`src/xeu_pkg.sv`:
```
package xeu_pkg;

	// Longest burst one input word can cause: '&', four held letters, current byte
	localparam int unsigned MaxBurst   = 6;
	localparam int unsigned QueueDepth = 4;
	localparam int unsigned NumEnt     = 5;
	localparam int unsigned MaxHeld    = 5;

	localparam logic [7:0] AmpChar = 8'h26;

	typedef logic [7:0] byte_t;

	// One queued burst: bytes in send order, byte count and end-of-message flag
	typedef struct packed {
		logic [MaxBurst-1:0][7:0] data;
		logic [2:0]               count;
		logic                     last;
	} burst_t;

	// Entity name letters, element 0 first; unused tail is zero
	function automatic logic [4:0][7:0] ent_name(input logic [2:0] e);
		logic [4:0][7:0] r;
		unique case (e)
			3'd0:    r = {8'h00, ";", "p", "m", "a"};
			3'd1:    r = {";", "t", "o", "u", "q"};
			3'd2:    r = {";", "s", "o", "p", "a"};
			3'd3:    r = {8'h00, 8'h00, ";", "t", "l"};
			3'd4:    r = {8'h00, 8'h00, ";", "t", "g"};
			default: r = '0;
		endcase
		return r;
	endfunction

	// Held count at which the entity completes (ampersand plus name letters)
	function automatic logic [2:0] ent_len(input logic [2:0] e);
		logic [2:0] r;
		unique case (e)
			3'd0:    r = 3'd4;
			3'd1:    r = 3'd5;
			3'd2:    r = 3'd5;
			3'd3:    r = 3'd3;
			3'd4:    r = 3'd3;
			default: r = 3'd7;
		endcase
		return r;
	endfunction

	function automatic logic [7:0] ent_char(input logic [2:0] e);
		logic [7:0] r;
		unique case (e)
			3'd0:    r = AmpChar;
			3'd1:    r = 8'h22;
			3'd2:    r = 8'h27;
			3'd3:    r = 8'h3C;
			3'd4:    r = 8'h3E;
			default: r = 8'h00;
		endcase
		return r;
	endfunction

endpackage

```
`src/xeu_front.sv`:
```
module xeu_front import xeu_pkg::*; (
	input  logic   clk,
	input  logic   arst_n,
	input  logic   accept,
	input  byte_t  in_byte,
	input  logic   in_last,
	output logic   push,
	output burst_t burst
);

	logic [2:0]      pending_q;
	logic [3:0][7:0] letters_q;

	logic [2:0]      held;
	logic [2:0]      nh;
	logic [2:0]      k;
	logic            complete;
	logic [7:0]      comp_char;
	logic            prefix;
	logic            ok;
	logic [4:0][7:0] nm;
	logic [3:0][7:0] nl;
	logic            wr_letter;
	logic [1:0]      wr_idx;

	// Classify the word against the held prefix and build its burst
	always_comb begin
		held      = (pending_q > 3'(MaxHeld)) ? 3'd0 : pending_q;
		complete  = 1'b0;
		comp_char = 8'h00;
		prefix    = 1'b0;
		for (int e = 0; e < NumEnt; e++) begin
			nm = ent_name(3'(e));
			ok = (held != 3'd0) && (held <= ent_len(3'(e)))
				&& (in_byte == nm[3'(held - 3'd1)]);
			for (int i = 0; i < 4; i++) begin
				if ((3'(i + 1) < held) && (letters_q[i] != nm[i]))
					ok = 1'b0;
			end
			if (ok && held == ent_len(3'(e))) begin
				complete  = 1'b1;
				comp_char = ent_char(3'(e));
			end else if (ok) begin
				prefix = 1'b1;
			end
		end

		burst.data = '0;
		k          = 3'd0;
		nh         = held;
		nl         = letters_q;
		wr_letter  = 1'b0;
		wr_idx     = 2'(held - 3'd1);
		if (held == 3'd0) begin
			if (in_byte == AmpChar) begin
				nh = 3'd1;
			end else begin
				burst.data[0] = in_byte;
				k = 3'd1;
			end
		end else if (complete) begin
			burst.data[0] = comp_char;
			k  = 3'd1;
			nh = 3'd0;
		end else if (prefix && held <= 3'd4) begin
			wr_letter  = 1'b1;
			nl[wr_idx] = in_byte;
			nh = held + 3'd1;
		end else begin
			// Mismatch: flush the ampersand and letters, then treat the word as plain input
			burst.data[0] = AmpChar;
			for (int i = 0; i < 4; i++) begin
				if (3'(i + 1) < held)
					burst.data[i + 1] = letters_q[i];
			end
			k  = held;
			nh = 3'd0;
			if (in_byte == AmpChar) begin
				nh = 3'd1;
			end else begin
				burst.data[k] = in_byte;
				k = k + 3'd1;
			end
		end

		// Flush anything still held at message end
		if (in_last && nh != 3'd0) begin
			burst.data[k] = AmpChar;
			for (int i = 0; i < 4; i++) begin
				if (3'(i + 1) < nh)
					burst.data[i + 1] = nl[i];
			end
			k  = k + nh;
			nh = 3'd0;
		end

		burst.count = k;
		burst.last  = in_last;
		push        = accept && (k != 3'd0);
	end

	// Hold the prefix state
	always_ff @(posedge clk or negedge arst_n) begin
		if (!arst_n) begin
			pending_q <= 3'd0;
		end else if (accept) begin
			pending_q <= nh;
		end
	end

	// Store the newly matched letter
	always_ff @(posedge clk) begin
		if (accept && wr_letter)
			letters_q[wr_idx] <= in_byte;
	end

	property p_held_range;
		@(posedge clk) disable iff (!arst_n) pending_q <= 3'(MaxHeld);
	endproperty
	a_held_range: assert property (p_held_range)
		else $error("held count out of range");

endmodule

```
`src/xeu_queue.sv`:
```
module xeu_queue import xeu_pkg::*; #(
	parameter int unsigned DEPTH = QueueDepth
) (
	input  logic   clk,
	input  logic   arst_n,
	input  logic   push,
	input  burst_t push_data,
	output logic   full,
	input  logic   pop,
	output logic   head_valid,
	output burst_t head
);

	localparam int unsigned PtrW = (DEPTH > 1) ? $clog2(DEPTH) : 1;
	localparam int unsigned CntW = $clog2(DEPTH + 1);

	burst_t            mem_q [DEPTH];
	logic [PtrW-1:0]   wr_ptr_q;
	logic [PtrW-1:0]   rd_ptr_q;
	logic [CntW-1:0]   count_q;
	logic              do_push;
	logic              do_pop;

	assign full       = (count_q == CntW'(DEPTH));
	assign head_valid = (count_q != '0);
	assign head       = mem_q[rd_ptr_q];
	assign do_push    = push && !full;
	assign do_pop     = pop && head_valid;

	// Advance pointers and occupancy
	always_ff @(posedge clk or negedge arst_n) begin
		if (!arst_n) begin
			wr_ptr_q <= '0;
			rd_ptr_q <= '0;
			count_q  <= '0;
		end else begin
			if (do_push)
				wr_ptr_q <= (wr_ptr_q == PtrW'(DEPTH - 1)) ? '0 : wr_ptr_q + 1'b1;
			if (do_pop)
				rd_ptr_q <= (rd_ptr_q == PtrW'(DEPTH - 1)) ? '0 : rd_ptr_q + 1'b1;
			if (do_push && !do_pop)
				count_q <= count_q + 1'b1;
			else if (do_pop && !do_push)
				count_q <= count_q - 1'b1;
		end
	end

	// Write the burst storage
	always_ff @(posedge clk) begin
		if (do_push)
			mem_q[wr_ptr_q] <= push_data;
	end

	property p_no_overflow;
		@(posedge clk) disable iff (!arst_n) push |-> !full;
	endproperty
	a_no_overflow: assert property (p_no_overflow)
		else $error("burst pushed into full queue");

endmodule

```
`src/xeu_back.sv`:
```
module xeu_back import xeu_pkg::*; (
	input  logic   clk,
	input  logic   arst_n,
	input  logic   head_valid,
	input  burst_t head,
	output logic   pop,
	output logic   out_valid,
	input  logic   out_stall,
	output byte_t  out_byte,
	output logic   run_last,
	output logic   message_end
);

	logic [2:0] idx_q;
	logic       out_valid_q;
	byte_t      out_byte_q;
	logic       run_last_q;
	logic       message_end_q;
	logic       load;
	logic       end_of_burst;

	assign load         = !out_valid_q || !out_stall;
	assign end_of_burst = (idx_q == head.count - 3'd1);
	assign pop          = load && head_valid && end_of_burst;

	// Advance through the head burst one word per cycle while the output is not stalled
	always_ff @(posedge clk or negedge arst_n) begin
		if (!arst_n) begin
			idx_q       <= 3'd0;
			out_valid_q <= 1'b0;
		end else if (load) begin
			out_valid_q <= head_valid;
			if (head_valid)
				idx_q <= end_of_burst ? 3'd0 : idx_q + 3'd1;
		end
	end

	// Load the output word
	always_ff @(posedge clk) begin
		if (load && head_valid) begin
			out_byte_q    <= head.data[idx_q];
			run_last_q    <= end_of_burst;
			message_end_q <= end_of_burst && head.last;
		end
	end

	assign out_valid   = out_valid_q;
	assign out_byte    = out_byte_q;
	assign run_last    = run_last_q;
	assign message_end = message_end_q;

	property p_end_is_run_last;
		@(posedge clk) disable iff (!arst_n) out_valid_q && message_end_q |-> run_last_q;
	endproperty
	a_end_is_run_last: assert property (p_end_is_run_last)
		else $error("message end without run last");

	property p_idx_in_burst;
		@(posedge clk) disable iff (!arst_n) head_valid |-> (idx_q < head.count);
	endproperty
	a_idx_in_burst: assert property (p_idx_in_burst)
		else $error("burst index past burst length");

	property p_idx_idle;
		@(posedge clk) disable iff (!arst_n) !head_valid |-> (idx_q == 3'd0);
	endproperty
	a_idx_idle: assert property (p_idx_idle)
		else $error("burst index nonzero with empty queue");

endmodule

```
`src/xml_entity_unescaper.sv`:
```
// XML predefined entity decoder.
// Input channel (in_valid / in_stall): one escaped text byte per word, with
// in_last on the final byte of a message. A word is taken on a rising edge
// with in_valid high and in_stall low.
// Output channel (out_valid / out_stall): one decoded byte per word; run_last
// marks the last byte caused by an input word, message_end the final byte of
// the message. Words that only extend an entity prefix produce nothing.
// The front end decodes each input word into a burst of 0 to 6 bytes in the
// same cycle and pushes it into a FIFO_DEPTH entry burst queue; the back end
// sends one byte per cycle while out_stall is low, from the queue head through
// an output register, so each byte passes the queue and then that register.
// Throughput: one input word per cycle while bursts hold one byte and the
// output is not stalled; the back end's single output byte per cycle sets the
// rate when longer bursts occur, with in_stall raised while the queue is full.
// Reset clears the prefix state, the queue and the output register.
// While out_stall is high the output word holds and the queue keeps filling.
module xml_entity_unescaper import xeu_pkg::*; #(
	parameter int unsigned FIFO_DEPTH = QueueDepth
) (
	input  logic  clk,
	input  logic  arst_n,
	input  logic  in_valid,
	output logic  in_stall,
	input  byte_t in_byte,
	input  logic  in_last,
	output logic  out_valid,
	input  logic  out_stall,
	output byte_t out_byte,
	output logic  run_last,
	output logic  message_end
);

	logic   accept;
	logic   push;
	burst_t burst;
	logic   full;
	logic   pop;
	logic   head_valid;
	burst_t head;

	assign in_stall = full;
	assign accept   = in_valid && !full;

	xeu_front u_front (
		.clk     (clk),
		.arst_n  (arst_n),
		.accept  (accept),
		.in_byte (in_byte),
		.in_last (in_last),
		.push    (push),
		.burst   (burst)
	);

	xeu_queue #(
		.DEPTH (FIFO_DEPTH)
	) u_queue (
		.clk        (clk),
		.arst_n     (arst_n),
		.push       (push),
		.push_data  (burst),
		.full       (full),
		.pop        (pop),
		.head_valid (head_valid),
		.head       (head)
	);

	xeu_back u_back (
		.clk         (clk),
		.arst_n      (arst_n),
		.head_valid  (head_valid),
		.head        (head),
		.pop         (pop),
		.out_valid   (out_valid),
		.out_stall   (out_stall),
		.out_byte    (out_byte),
		.run_last    (run_last),
		.message_end (message_end)
	);

endmodule

```
`config.mk`:
```
export PLATFORM = sky130hd
export DESIGN_NAME = xml_entity_unescaper
export DESIGN_NICKNAME = d
export VERILOG_FILES = /design/src/xeu_pkg.sv /design/src/xeu_front.sv /design/src/xeu_queue.sv /design/src/xeu_back.sv /design/src/xml_entity_unescaper.sv
export SDC_FILE = /design/constraint.sdc
export NUM_CORES = 1
export LEC_CHECK = 0
export BUFFER_PORTS_ARGS = -buffer_cell sky130_fd_sc_hd__buf_2
export CELL_PAD_IN_SITES_DETAIL_PLACEMENT = 1
export CELL_PAD_IN_SITES_GLOBAL_PLACEMENT = 2
export CORE_MARGIN = 4
export CORE_UTILIZATION = 46
export DETAILED_ROUTE_END_ITERATION = 8
export PLACE_DENSITY_LB_ADDON = 0.1
export SLEW_MARGIN = 10
export SYNTH_ARGS = -nofsm -noshare
export SYNTH_HDL_FRONTEND = slang
export SYNTH_HIERARCHICAL = 1
export SYNTH_SLANG_ARGS = --single-unit
export TNS_END_PERCENT = 100
```
`constraint.sdc`:
```
create_clock -name clk -period 8.5 [get_ports clk]
set_input_delay 0.425 -clock clk [delete_from_list [all_inputs] [get_ports clk]]
set_output_delay 0.425 -clock clk [all_outputs]
set_load 0.03 [all_outputs]
```
* Word level (Yosys, flattened, before mapping) *
Memory sizes are Yosys's and may differ from the RTL's.
Index checks and enable logic that the tools add are counted.

storage, ports and cells
  bits in registers = 56
  memory bits (writable) = 208
  memory bits (read-only) = 320
  input bits = 13
  logic and storage cells = 244
  memories = 6

cells by class
  add/subtract/negate cells = 9
  $lt $le $gt $ge = 20
  equal/unequal tests = 27
  mux-type cells = 109
  bitwise logic cells = 3
  reduce and logical (&&, ||, !) cells = 57

memories
  name              depth  width  read ports  clocked after Yosys merged registers in  write ports  RTL line         RTL
  u_queue.mem_q     4      52     1           0                                        1            xeu_queue.sv:17  burst_t mem_q [DEPTH];
  (name not given)  8      8      1           0                                        0            xeu_front.sv:35  && (in_byte == nm[3'(held - 3'd1)]);
  (name not given)  8      8      1           0                                        0            xeu_front.sv:35
  (name not given)  8      8      1           0                                        0            xeu_front.sv:35
  (name not given)  8      8      1           0                                        0            xeu_front.sv:35
  (name not given)  8      8      1           0                                        0            xeu_front.sv:35

operators with widths
  operator                                                                      count
  8-bit two-way mux                                                             32
  48-bit two-way mux                                                            3
  32-bit two-way mux                                                            3
  8-bit by 7-bit inequality test with 1-bit output, second input constant       12
  40-bit two-way mux                                                            2
  48-bit bitwise mux                                                            1
  8-bit demux with 3-bit select                                                 2
  1-bit logical AND                                                             43
  1-bit two-way mux                                                             42
  3-bit two-way mux                                                             14
  8-bit equality test                                                           5
  32-bit bitwise mux                                                            1
  30-bit AND                                                                    1
  6-bit two-way mux                                                             5
  30-bit inverter                                                               1
  8-bit binary-select mux with 3-bit select                                     1
  18-bit OR                                                                     1
  8-bit demux with 2-bit select                                                 1
  3-bit by 4-bit less-than comparator with 1-bit output, second input constant  4
  8-bit by 6-bit inequality test with 1-bit output, second input constant       2
  2-bit by 3-bit less-than comparator with 1-bit output, first input constant   4
  3-bit nonzero test                                                            4
  3-bit by 1-bit adder with 3-bit output, second input constant                 3
  3-bit equality test, second input constant                                    3
  other kinds (22)                                                              35

* Logic depth before layout (Yosys ltp) *
Gate-level depths: netlist of the first run.

  word-level depth = 35
  gate-level depth with buffers = 25
  gate-level depth less buffers = 22

* Modules after synthesis *
Netlist of the first run, hierarchy kept.

modules (own cells, without submodules)
  module                times used  cells each  area each (um2)  seq. area each (um2)
  xeu_queue             1           309         8025.2           6421.2
  xeu_front             1           535         4250.3           1036.0
  xeu_back              1           78          973.4            400.4
  xml_entity_unescaper  1           1           13.8             0.0

* Least setup slack after synthesis of the first run *
Ideal clock, no wire load.

  kind = reg2reg
  from = reg u_front.pending_q[1]
  to = mem u_queue/mem_q[3][0] in the netlist's numbering (enable)
  arrival = 6418 ps
  data required time = 8037 ps
  path slack = 1619 ps
  cell stages (with the launch flop) = 21
  path buffers = 3
  period minus slack after synthesis = 6881 ps
  cells stage by stage = dfrtp_1 ha_1 nand2b_1 buf_4 inv_4 clkbuf_1 ha_1 xor2_1 o2bb2ai_1 nand3b_1 or4b_4 o22ai_4 or3_1 buf_6 o22ai_2 ha_1 fa_1 or2_2 o311a_1 nand2_1 nor2_1

between the ends
  longest elaborated chain between the ends = 33

RTL lines
  item                                                                            RTL line                    RTL
  start, declared                                                                 xeu_front.sv:11             logic [2:0] pending_q;
  start signal, assigned                                                          xeu_front.sv:107            pending_q <= nh;
  3-bit greater-than comparator                                                   xeu_front.sv:28             held = (pending_q > 3'(MaxHeld)) ? 3'd0 : pending_q;
  3-bit two-way mux (*)                                                           xeu_front.sv:28
  parallel branches: the longest is 25 deep, another holds memory read 8 x 8 bit  --
  3-bit two-way mux (*)                                                           xeu_front.sv:87             if (in_last && nh != 3'd0) begin
  3-bit nonzero test (*)                                                          xeu_front.sv:99             push = accept && (k != 3'd0);
  1-bit logical AND (*)                                                           xeu_front.sv:99
  named net push                                                                  xml_entity_unescaper.sv:34  logic push;
  1-bit logical AND (*)                                                           xeu_queue.sv:27             assign do_push = push && !full;
  1-bit two-way mux (*)                                                           xeu_queue.sv:50             if (do_push)
  1-bit two-way mux (implied by the code) (*)                                     xeu_queue.sv:51             mem_q[wr_ptr_q] <= push_data;
  end, declared                                                                   xeu_queue.sv:17

Mark *: on every way through the listed nets, which the timed path passes. The select of a mux whose other input is x is not followed.

* Worst setup path after layout of the first run *
  from = reg u_front.pending_q[0]
  to = mem u_queue/mem_q[2][6] in the netlist's numbering (enable)

between the ends
  longest elaborated chain between the ends = 33

RTL lines
  item                                                                            RTL line                    RTL
  3-bit greater-than comparator                                                   xeu_front.sv:28
  3-bit two-way mux (*)                                                           xeu_front.sv:28
  parallel branches: the longest is 25 deep, another holds memory read 8 x 8 bit  --
  3-bit two-way mux (*)                                                           xeu_front.sv:87
  3-bit nonzero test (*)                                                          xeu_front.sv:99
  1-bit logical AND (*)                                                           xeu_front.sv:99
  named net push                                                                  xml_entity_unescaper.sv:34
  1-bit logical AND (*)                                                           xeu_queue.sv:27
  named net u_queue.do_push                                                       xeu_queue.sv:21             logic do_push;
  1-bit two-way mux (*)                                                           xeu_queue.sv:50
  1-bit two-way mux (implied by the code) (*)                                     xeu_queue.sv:51

Marks and branches as above.

==> results of run 1 <==
## state kept, by name (all words and copies together), names as in the netlist
register and count:
u_back/idx_q 3, u_back/message_end 1, u_queue/mem_q 208, u_front/pending_q 3, u_front/letters_q 32, u_queue/wr_ptr_q 2
u_back/run_last 1, u_queue/count_q 3, u_back/out_valid 1, u_queue/rd_ptr_q 2, u_back/out_byte 8
## kinds of logic (layout without fill, tap and decap cells)
| logic type | Yosys count | in the layout |
|---|---|---|
| DFF | 264 | 264 |
| and+or+nand+nor | 245 | 245 |
| AOI/OAI and AO/OA | 170 | 170 |
| muxes | 109 | 109 |
| buffers and inverters | 88 | 119 |
| xor gates and xnor gates | 28 | 28 |
| adders and majority gates | 19 | 19 |
| other | 0 | 1 |
## final cells by class
class / count / area (um2) / share of cell area (%)
diodes: 1 / 2.50 / 0.0172
clock buffers: 35 / 747 / 5.14
clock inverters: 17 / 189 / 1.30
inverters: 31 / 119 / 0.817
multi-input cells: 571 / 4940 / 34.0
flip-flops and latches: 264 / 7860 / 54.1
well taps: 378 / 473 / 3.25
repair buffers: 36 / 213 / 1.46
## routing by layer
layer  track usage, %  share of wire, %
met1             34.0                45
met2             38.3                48
met3             2.85               4.1
met4             5.99               2.5
met5                0                 0
## critical path: cells and delay by family, from the launching register on
family | cells | cell delay (ps)
simple gates | 8 | 2570
xor+xnor | 1 | 90
fa+ha+maj | 3 | 1200
flops | 1 | 440
compound gates | 4 | 1620
buf+inv | 2 | 770
## path summary, 6_finish.rpt
path,startpoint,endpoint,slack (ps)
worst max-delay path,u_front/pending_q[0]$_DFFE_PN0P_,u_queue/mem_q[2][6]$_DFFE_PP_,1440
worst min-delay path,out_stall,u_back/out_valid$_DFFE_PN0P_,120
worst max register to register,u_front/pending_q[0]$_DFFE_PN0P_,u_queue/mem_q[2][6]$_DFFE_PP_,1440
worst min register to register,u_queue/count_q[2]$_DFFE_PN0P_,u_queue/count_q[2]$_DFFE_PN0P_,500
max in group asynchronous,arst_n,u_queue/rd_ptr_q[0]$_DFFE_PN0P_,7820
min in group asynchronous,arst_n,u_front/pending_q[0]$_DFFE_PN0P_,330
## metrics by stage
| stage | hold slack (ps) | instances | utilization, % |
|---|---|---|---|
| 6_report | 123 | 1333 | 51.8 |
| 4_1_cts | 108 | 1332 | 51.8 |
| 3_3_place_gp | 362 | 1279 | 48.4 |
| 5_1_grt | 120 | 1332 | 51.8 |
| 3_5_place_dp | 383 | 1279 | 48.4 |
| 2_1_floorplan | 129 | 923 | - |
## power by group through the flow
stage / Clock, mW / Combinational [mW] / Sequential (mW)
final: 1.23 / 1.77 / 1.89
after global routing: 1.32 / 1.92 / 1.91
after CTS: 1.25 / 1.79 / 1.89
after detailed placement: 0 / 1.77 / 1.92
after global placement: 0 / 1.72 / 1.89
after floorplan: 0 / 1.32 / 1.90
## cells in the final DEF (no fill, tap or decap), drive strengths merged, types with 7 or more instances in the layout
| cell type | count |
|---|---|
| o22ai | 33 |
| ha | 17 |
| nor2b | 10 |
| clkinv | 10 |
| o21ai | 50 |
| buf | 35 |
| nand2 | 91 |
| a21oi | 17 |
| a31oi | 14 |
| nor3 | 14 |
| mux2 | 13 |
| a22oi | 16 |
| and2 | 10 |
| dfrtp | 14 |
| nor2 | 41 |
| clkbuf | 35 |
| edfxtp | 250 |
| xnor2 | 16 |
| or2 | 7 |
| mux4 | 60 |
| mux2i | 36 |
| xor2 | 12 |
| nand3 | 13 |
| inv | 33 |
| or3 | 9 |
## repair_timing
action                     CTS  global route
hold endpoints to repair    14             0
setup endpoints to repair    0             0
hold buffers                 1             0
==> flow_metrics.env, run 1 <==
export IMPL_status="finished clean"
export IMPL_cts_tree="done"
export IMPL_fin_skew_ps=28.7
export IMPL_place_hpwl_um=24900
export IMPL_yosys_area_top_type="edfxtp_1"
export IMPL_num_vias=8124
export IMPL_netlist_area_um2=13300
export IMPL_place_area_um2=13600
export IMPL_synthesis_instances=923
export IMPL_yosys_area_share_xor_xnor_pct=1.91
export IMPL_arrival_ps=7250
export IMPL_cap_violations=0
export IMPL_start_util_pct=47.2
export IMPL_dieArea_um2=31600
export IMPL_drt_pass1_iter_count=5
export IMPL_cts_sinks=264
export IMPL_ant_nets=0
export IMPL_rsz0062_at_grt="no"
export IMPL_wirelength_um=36400
export IMPL_critPathKind="flip-flop to flip-flop"
export IMPL_core_area_um2=28100
export IMPL_place_ws_ps=1510
export IMPL_worst_setup_path_start_kind="flip-flop"
export IMPL_grt_pass1_vias=8608
export IMPL_grt_max_degree=55
export IMPL_route_detailed_drc=0
export IMPL_worstPathRequired_ps=8690
export IMPL_hold_depth=3
export IMPL_grt_pass1_wl_um=55400
export IMPL_cts_clk_slew_worst_paths_ps=70
export IMPL_drive_above_1_share_pct=19.3
export IMPL_min_period_over_period_pct=83.0
export IMPL_setup_viol=0
export IMPL_synth_area_top_cells="edfxtp_1 (57%), mux4_2 (8.3%), mux2i_1 (2.7%)"
export IMPL_intPower_mw=3.16
export IMPL_synth_most_common_cell="edfxtp_1"
export IMPL_synthAdderAreaFrac_pct=1.91
export IMPL_h_tree_depth=1
export IMPL_yosys_area_share_simple_pct=10.1
export IMPL_syn2layout_area_growth_pct=9.67
export IMPL_synth_seq_cells=264
export IMPL_antenna_found_initial=2
export IMPL_max_stage_delay_ps=730
export IMPL_insertion_delay_ps=550
export IMPL_drt_iter0_drc=739
export IMPL_post_cts_setup_buffer_count=0
export IMPL_finish_net_count=964
export IMPL_synthTopCellsByCount="edfxtp_1 (250), nand2_1 (89), mux4_2 (49)"
export IMPL_power_density_nw_per_um2=336
export IMPL_hold_path_class="input port to flip-flop"
export IMPL_avgSynthCellArea_um2=14.4
export IMPL_num_rows=61
export IMPL_io_buffers=24
export IMPL_ys_flop_type="edfxtp_1"
export IMPL_track_usage_pct=23.5
export IMPL_p_leak_nw=4.85
export IMPL_p_sw_share_pct=35.2
export IMPL_p_switching_mw=1.72
export IMPL_fin_crit_ps=7060
export IMPL_vdd_drop_max_uv=182
export IMPL_cts_buffers=28
export IMPL_post_route_cell_area_um2=14500
export IMPL_end_kind="flip-flop"
export IMPL_vias_per_cell=6.09
export IMPL_async_flop_share_pct=5.30
export IMPL_die_x_um=178
export IMPL_fillers=2763
export IMPL_gp_congestion=0.915
export IMPL_routedWlPerCell_um=27.3
export IMPL_hold_viol_final=0
export IMPL_path_max_fanout=27
export IMPL_dieHeight_um=178
export IMPL_seqPwrFrac_pct=38.7
export IMPL_synth_top_area_share_pct=56.6
export IMPL_worst_slew_pin_slew_ps=1000
export IMPL_synth_top_family_by_area="multiplexers"
export IMPL_seq_area_frac_synth_pct=59.2
export IMPL_clockPowerShare_pct=25.1
export IMPL_cp_cell_sequence="nor2_1 -> a21oi_1 -> inv_1 -> ha_1 -> and4bb_1 -> xnor2_1 -> or3_1 -> a2111o_1 -> nand2_1 -> or3_1 -> o22ai_2 -> ha_1 -> fa_1 -> or2_2 -> o311a_1 -> nor2b_2 -> and2_2 -> buf_4"
export IMPL_p_comb_share_pct=36.2
export IMPL_synth_edff_count=250
export IMPL_clockBufferDepth=3
export IMPL_synth_compound_area_share_pct=8.87
export IMPL_reg2reg_depth=18
export IMPL_cts_resized=0
export IMPL_slew_violations=0
export IMPL_crit_slowest_cell="a21oi_1"
export IMPL_total_power_mw=4.88
export IMPL_mappedNetlistNets=955
export IMPL_muxShareOfSynthArea_pct=14.3
export IMPL_yosysUniqueCellTypes=90
export IMPL_grt_overflow=0
export IMPL_clock_root_buffer="clkbuf_16"
export IMPL_slew_headroom_pct=33.3
export IMPL_yosysWarnings=6
export IMPL_tns_ps=0
export IMPL_fmaxAchievable_mhz=142
export IMPL_num_io_pins=25
export IMPL_postLayoutSetupSlackWorst_ps=1440
No activity file was read; power rests on OpenSTA's default activity.
==> run 2: changes to the inputs <==
--- a/config.mk
+++ b/config.mk
@@ -5,11 +5,12 @@
 export SDC_FILE = /design/constraint.sdc
 export NUM_CORES = 1
 export LEC_CHECK = 0
+export ABC_AREA = 1
 export BUFFER_PORTS_ARGS = -buffer_cell sky130_fd_sc_hd__buf_2
 export CELL_PAD_IN_SITES_DETAIL_PLACEMENT = 1
 export CELL_PAD_IN_SITES_GLOBAL_PLACEMENT = 2
 export CORE_MARGIN = 4
-export CORE_UTILIZATION = 46
+export CORE_UTILIZATION = 41
 export DETAILED_ROUTE_END_ITERATION = 8
 export PLACE_DENSITY_LB_ADDON = 0.1
 export SLEW_MARGIN = 10
==> constraint.sdc (replaced) <==
create_clock -name clk -period 6.75 [get_ports clk]
set_input_delay 0.3375 -clock clk [delete_from_list [all_inputs] [get_ports clk]]
set_output_delay 0.3375 -clock clk [all_outputs]
set_load 0.03 [all_outputs]
==> flow_metrics.env, run 2 <==
export IMPL_dp_cells=1990
export IMPL_arrival_ps=6110
export IMPL_async_flop_share_pct=5.30
export IMPL_fillers=3925
export IMPL_dieHeight_um=194
export IMPL_rsz0062_at_grt="no"
export IMPL_num_io_pins=25
export IMPL_io_buffers=24
export IMPL_syn2layout_area_growth_pct=10.4
export IMPL_largest_reg_flops=208
export IMPL_path_delay_family="simple AND/OR/NAND/NOR gates"
export IMPL_num_rows=67
export IMPL_hold_path_class="input port to flip-flop"
export IMPL_antenna_found_initial=0
export IMPL_mappedNetlistNets=1601
export IMPL_cts_buffers=30
export IMPL_dieArea_um2=37800
export IMPL_core_area_um2=33900
export IMPL_critPathBufInv=4
export IMPL_num_vias=10800
export IMPL_synth_seq_cells=264
export IMPL_multiInputGateArea_um2=5200
export IMPL_top_register="u_queue/mem_q"
export IMPL_fin_crit_ps=5890
export IMPL_wirelength_um=44000
export IMPL_routedWlPerCell_um=21.5
export IMPL_ant_nets=0
export IMPL_start_util_pct=42.0
export IMPL_slew_headroom_pct=29.7
export IMPL_crit_slowest_cell="nor2_4"
export IMPL_ys_flop_type="edfxtp_1"
export IMPL_synth_edff_count=250
export IMPL_synth_area_top_cells="edfxtp_1 (53%), nand2_1 (12%), o211ai_1 (5.7%)"
export IMPL_fin_skew_ps=11.6
export IMPL_avgSynthCellArea_um2=9.07
export IMPL_drt_iter0_drc=680
export IMPL_slew_violations=0
export IMPL_drive_above_1_share_pct=9.71
export IMPL_place_area_um2=14800
export IMPL_status="finished clean"
export IMPL_cts_sinks=264
export IMPL_cts_resized=0
export IMPL_synthTopCellsByCount="nand2_1 (437), edfxtp_1 (250), inv_1 (208)"
export IMPL_cts_tree="done"
export IMPL_max_stage_delay_ps=460
export IMPL_clockBufferDepth=3
export IMPL_finish_net_count=1607
export IMPL_cts_clk_slew_worst_paths_ps=60
export IMPL_grt_pass1_vias=11200
export IMPL_critPathKind="flip-flop to flip-flop"
export IMPL_layout_commonest_cell="nand2_1"
export IMPL_drt_pass1_iter_count=5
export IMPL_seq_area_um2=7860
export IMPL_route_detailed_drc=0
export IMPL_clock_root_buffer="clkbuf_16"
export IMPL_h_tree_depth=1
export IMPL_p_leak_nw=6.40
export IMPL_die_x_um=194
export IMPL_yosysWarnings=6
export IMPL_netlist_area_um2=14200
export IMPL_vias_per_cell=5.30
export IMPL_hold_viol_final=0
export IMPL_utilization_pct=46.4
export IMPL_mostFrequentLayoutCells="nand2_1 (437), edfxtp_1 (250), inv_1 (208)"
export IMPL_worst_setup_path_start_kind="flip-flop"
export IMPL_tns_ps=0
export IMPL_critPathMostFrequentCell="nand2_1"
export IMPL_synth_top_area_share_pct=52.7
export IMPL_place_hpwl_um=30700
export IMPL_post_cts_setup_buffer_count=0
export IMPL_cap_violations=0
export IMPL_grt_pass1_wl_um=68400
export IMPL_power_density_nw_per_um2=353
export IMPL_path_max_fanout=41
export IMPL_grt_max_degree=84
export IMPL_synth_most_common_cell="nand2_1"
export IMPL_worst_slew_pin_slew_ps=1040
export IMPL_post_route_cell_area_um2=15700
export IMPL_min_period_over_period_pct=87.2
export IMPL_vdd_drop_max_uv=303
export IMPL_track_usage_pct=23.2
export IMPL_worstPathRequired_ps=6970
export IMPL_insertion_delay_ps=550
export IMPL_instances_no_fill=2045
export IMPL_gp_congestion=0.901
export IMPL_seq_area_frac_synth_pct=55.2
export IMPL_end_kind="flip-flop"
export IMPL_setup_viol=0
export IMPL_grt_overflow=0
export IMPL_yosys_area_top_type="edfxtp_1"
export IMPL_synthesis_instances=1569
export IMPL_yosysUniqueCellTypes=47
export IMPL_fmaxAchievable_mhz=170
[run 2: cell types whose count changed after synthesis, moves of 38 or more]
| cell | change |
|---|---|
| nor2_1 | +90 |
| o211ai_1 | +105 |
| nand3_1 | +38 |
| nand2_1 | +348 |
| o21ai_0 | +51 |
| mux4_2 | -49 |
| inv_1 | +180 |
[run 2: worst min-delay path, cell delays in order]
cell     delay, ps
buf_2           80
nand2_1        120
nand2_1        100
[run 2: logic make-up after synthesis]
| family | share of synthesized area [%] |
|---|---|
| AOI/OAI and AO/OA | 13.4 |
| DFF | 55.2 |
| and+or+nand+nor | 20.5 |
| xor gates and xnor gates | 0.677 |
| buffers and inverters | 8.50 |
| adders and majority gates | 1.78 |
[run 2: per-layer routing]
layer | wire (um) | share of wire (%) | vias up | track usage (%)
met5 | 0 | 0 | - | 0
met4 | 918 | 2.1 | 0 | 5.60
met3 | 1510 | 3.4 | 58 | 2.46
met2 | 21200 | 48 | 192 | 39.2
met1 | 20400 | 46 | 5315 | 32.4
li1 | - | - | 5268 | -
[run 2: what timing repair did]
action                     in CTS  in global routing
hold buffers                    1                  0
setup endpoints to repair       0                  0
hold endpoints to repair       14                  0
[run 2: worst paths after layout]
check,slack [ps],cells after the start,end,from
min reg2reg,530,1,u_queue/count_q[0]$_DFFE_PN0P_,u_queue/count_q[0]$_DFFE_PN0P_
max reg2reg,860,29,u_queue/mem_q[3][42]$_DFFE_PP_,u_front/pending_q[1]$_DFFE_PN0P_
min,120,3,u_back/out_valid$_DFFE_PN0P_,out_stall
min in group asynchronous,290,2,u_queue/wr_ptr_q[0]$_DFFE_PN0P_,arst_n
max in group asynchronous,6090,2,u_queue/rd_ptr_q[0]$_DFFE_PN0P_,arst_n
max,860,29,u_queue/mem_q[3][42]$_DFFE_PP_,u_front/pending_q[1]$_DFFE_PN0P_
[run 2: stage by stage]
stage | hold WS [ps] | total power, mW | setup slack [ps]
after floorplan | 41.9 | 3.50 | 222
after global placement | 320 | 4.00 | 1140
after detailed placement | 315 | 4.04 | 882
after CTS | 109 | 5.64 | 851
after global routing | 152 | 5.93 | 291
final | 125 | 5.55 | 861
[run 2: cell type report]
cell class	instances	area share, %
clock buffer	38	5.10
antenna	1	0.0159
sequential	264	50.0
multi-input combinational	1010	33.1
tap	448	3.57
timing repair buffer	39	1.74
clock inverter	15	0.931
inverter	230	5.54
[run 2: power breakdown]
part	internal (mW)	switching, mW
Clock	0.918	0.662
Combinational	0.479	1.22
Sequential	2.14	0.136
Total	3.54	2.01
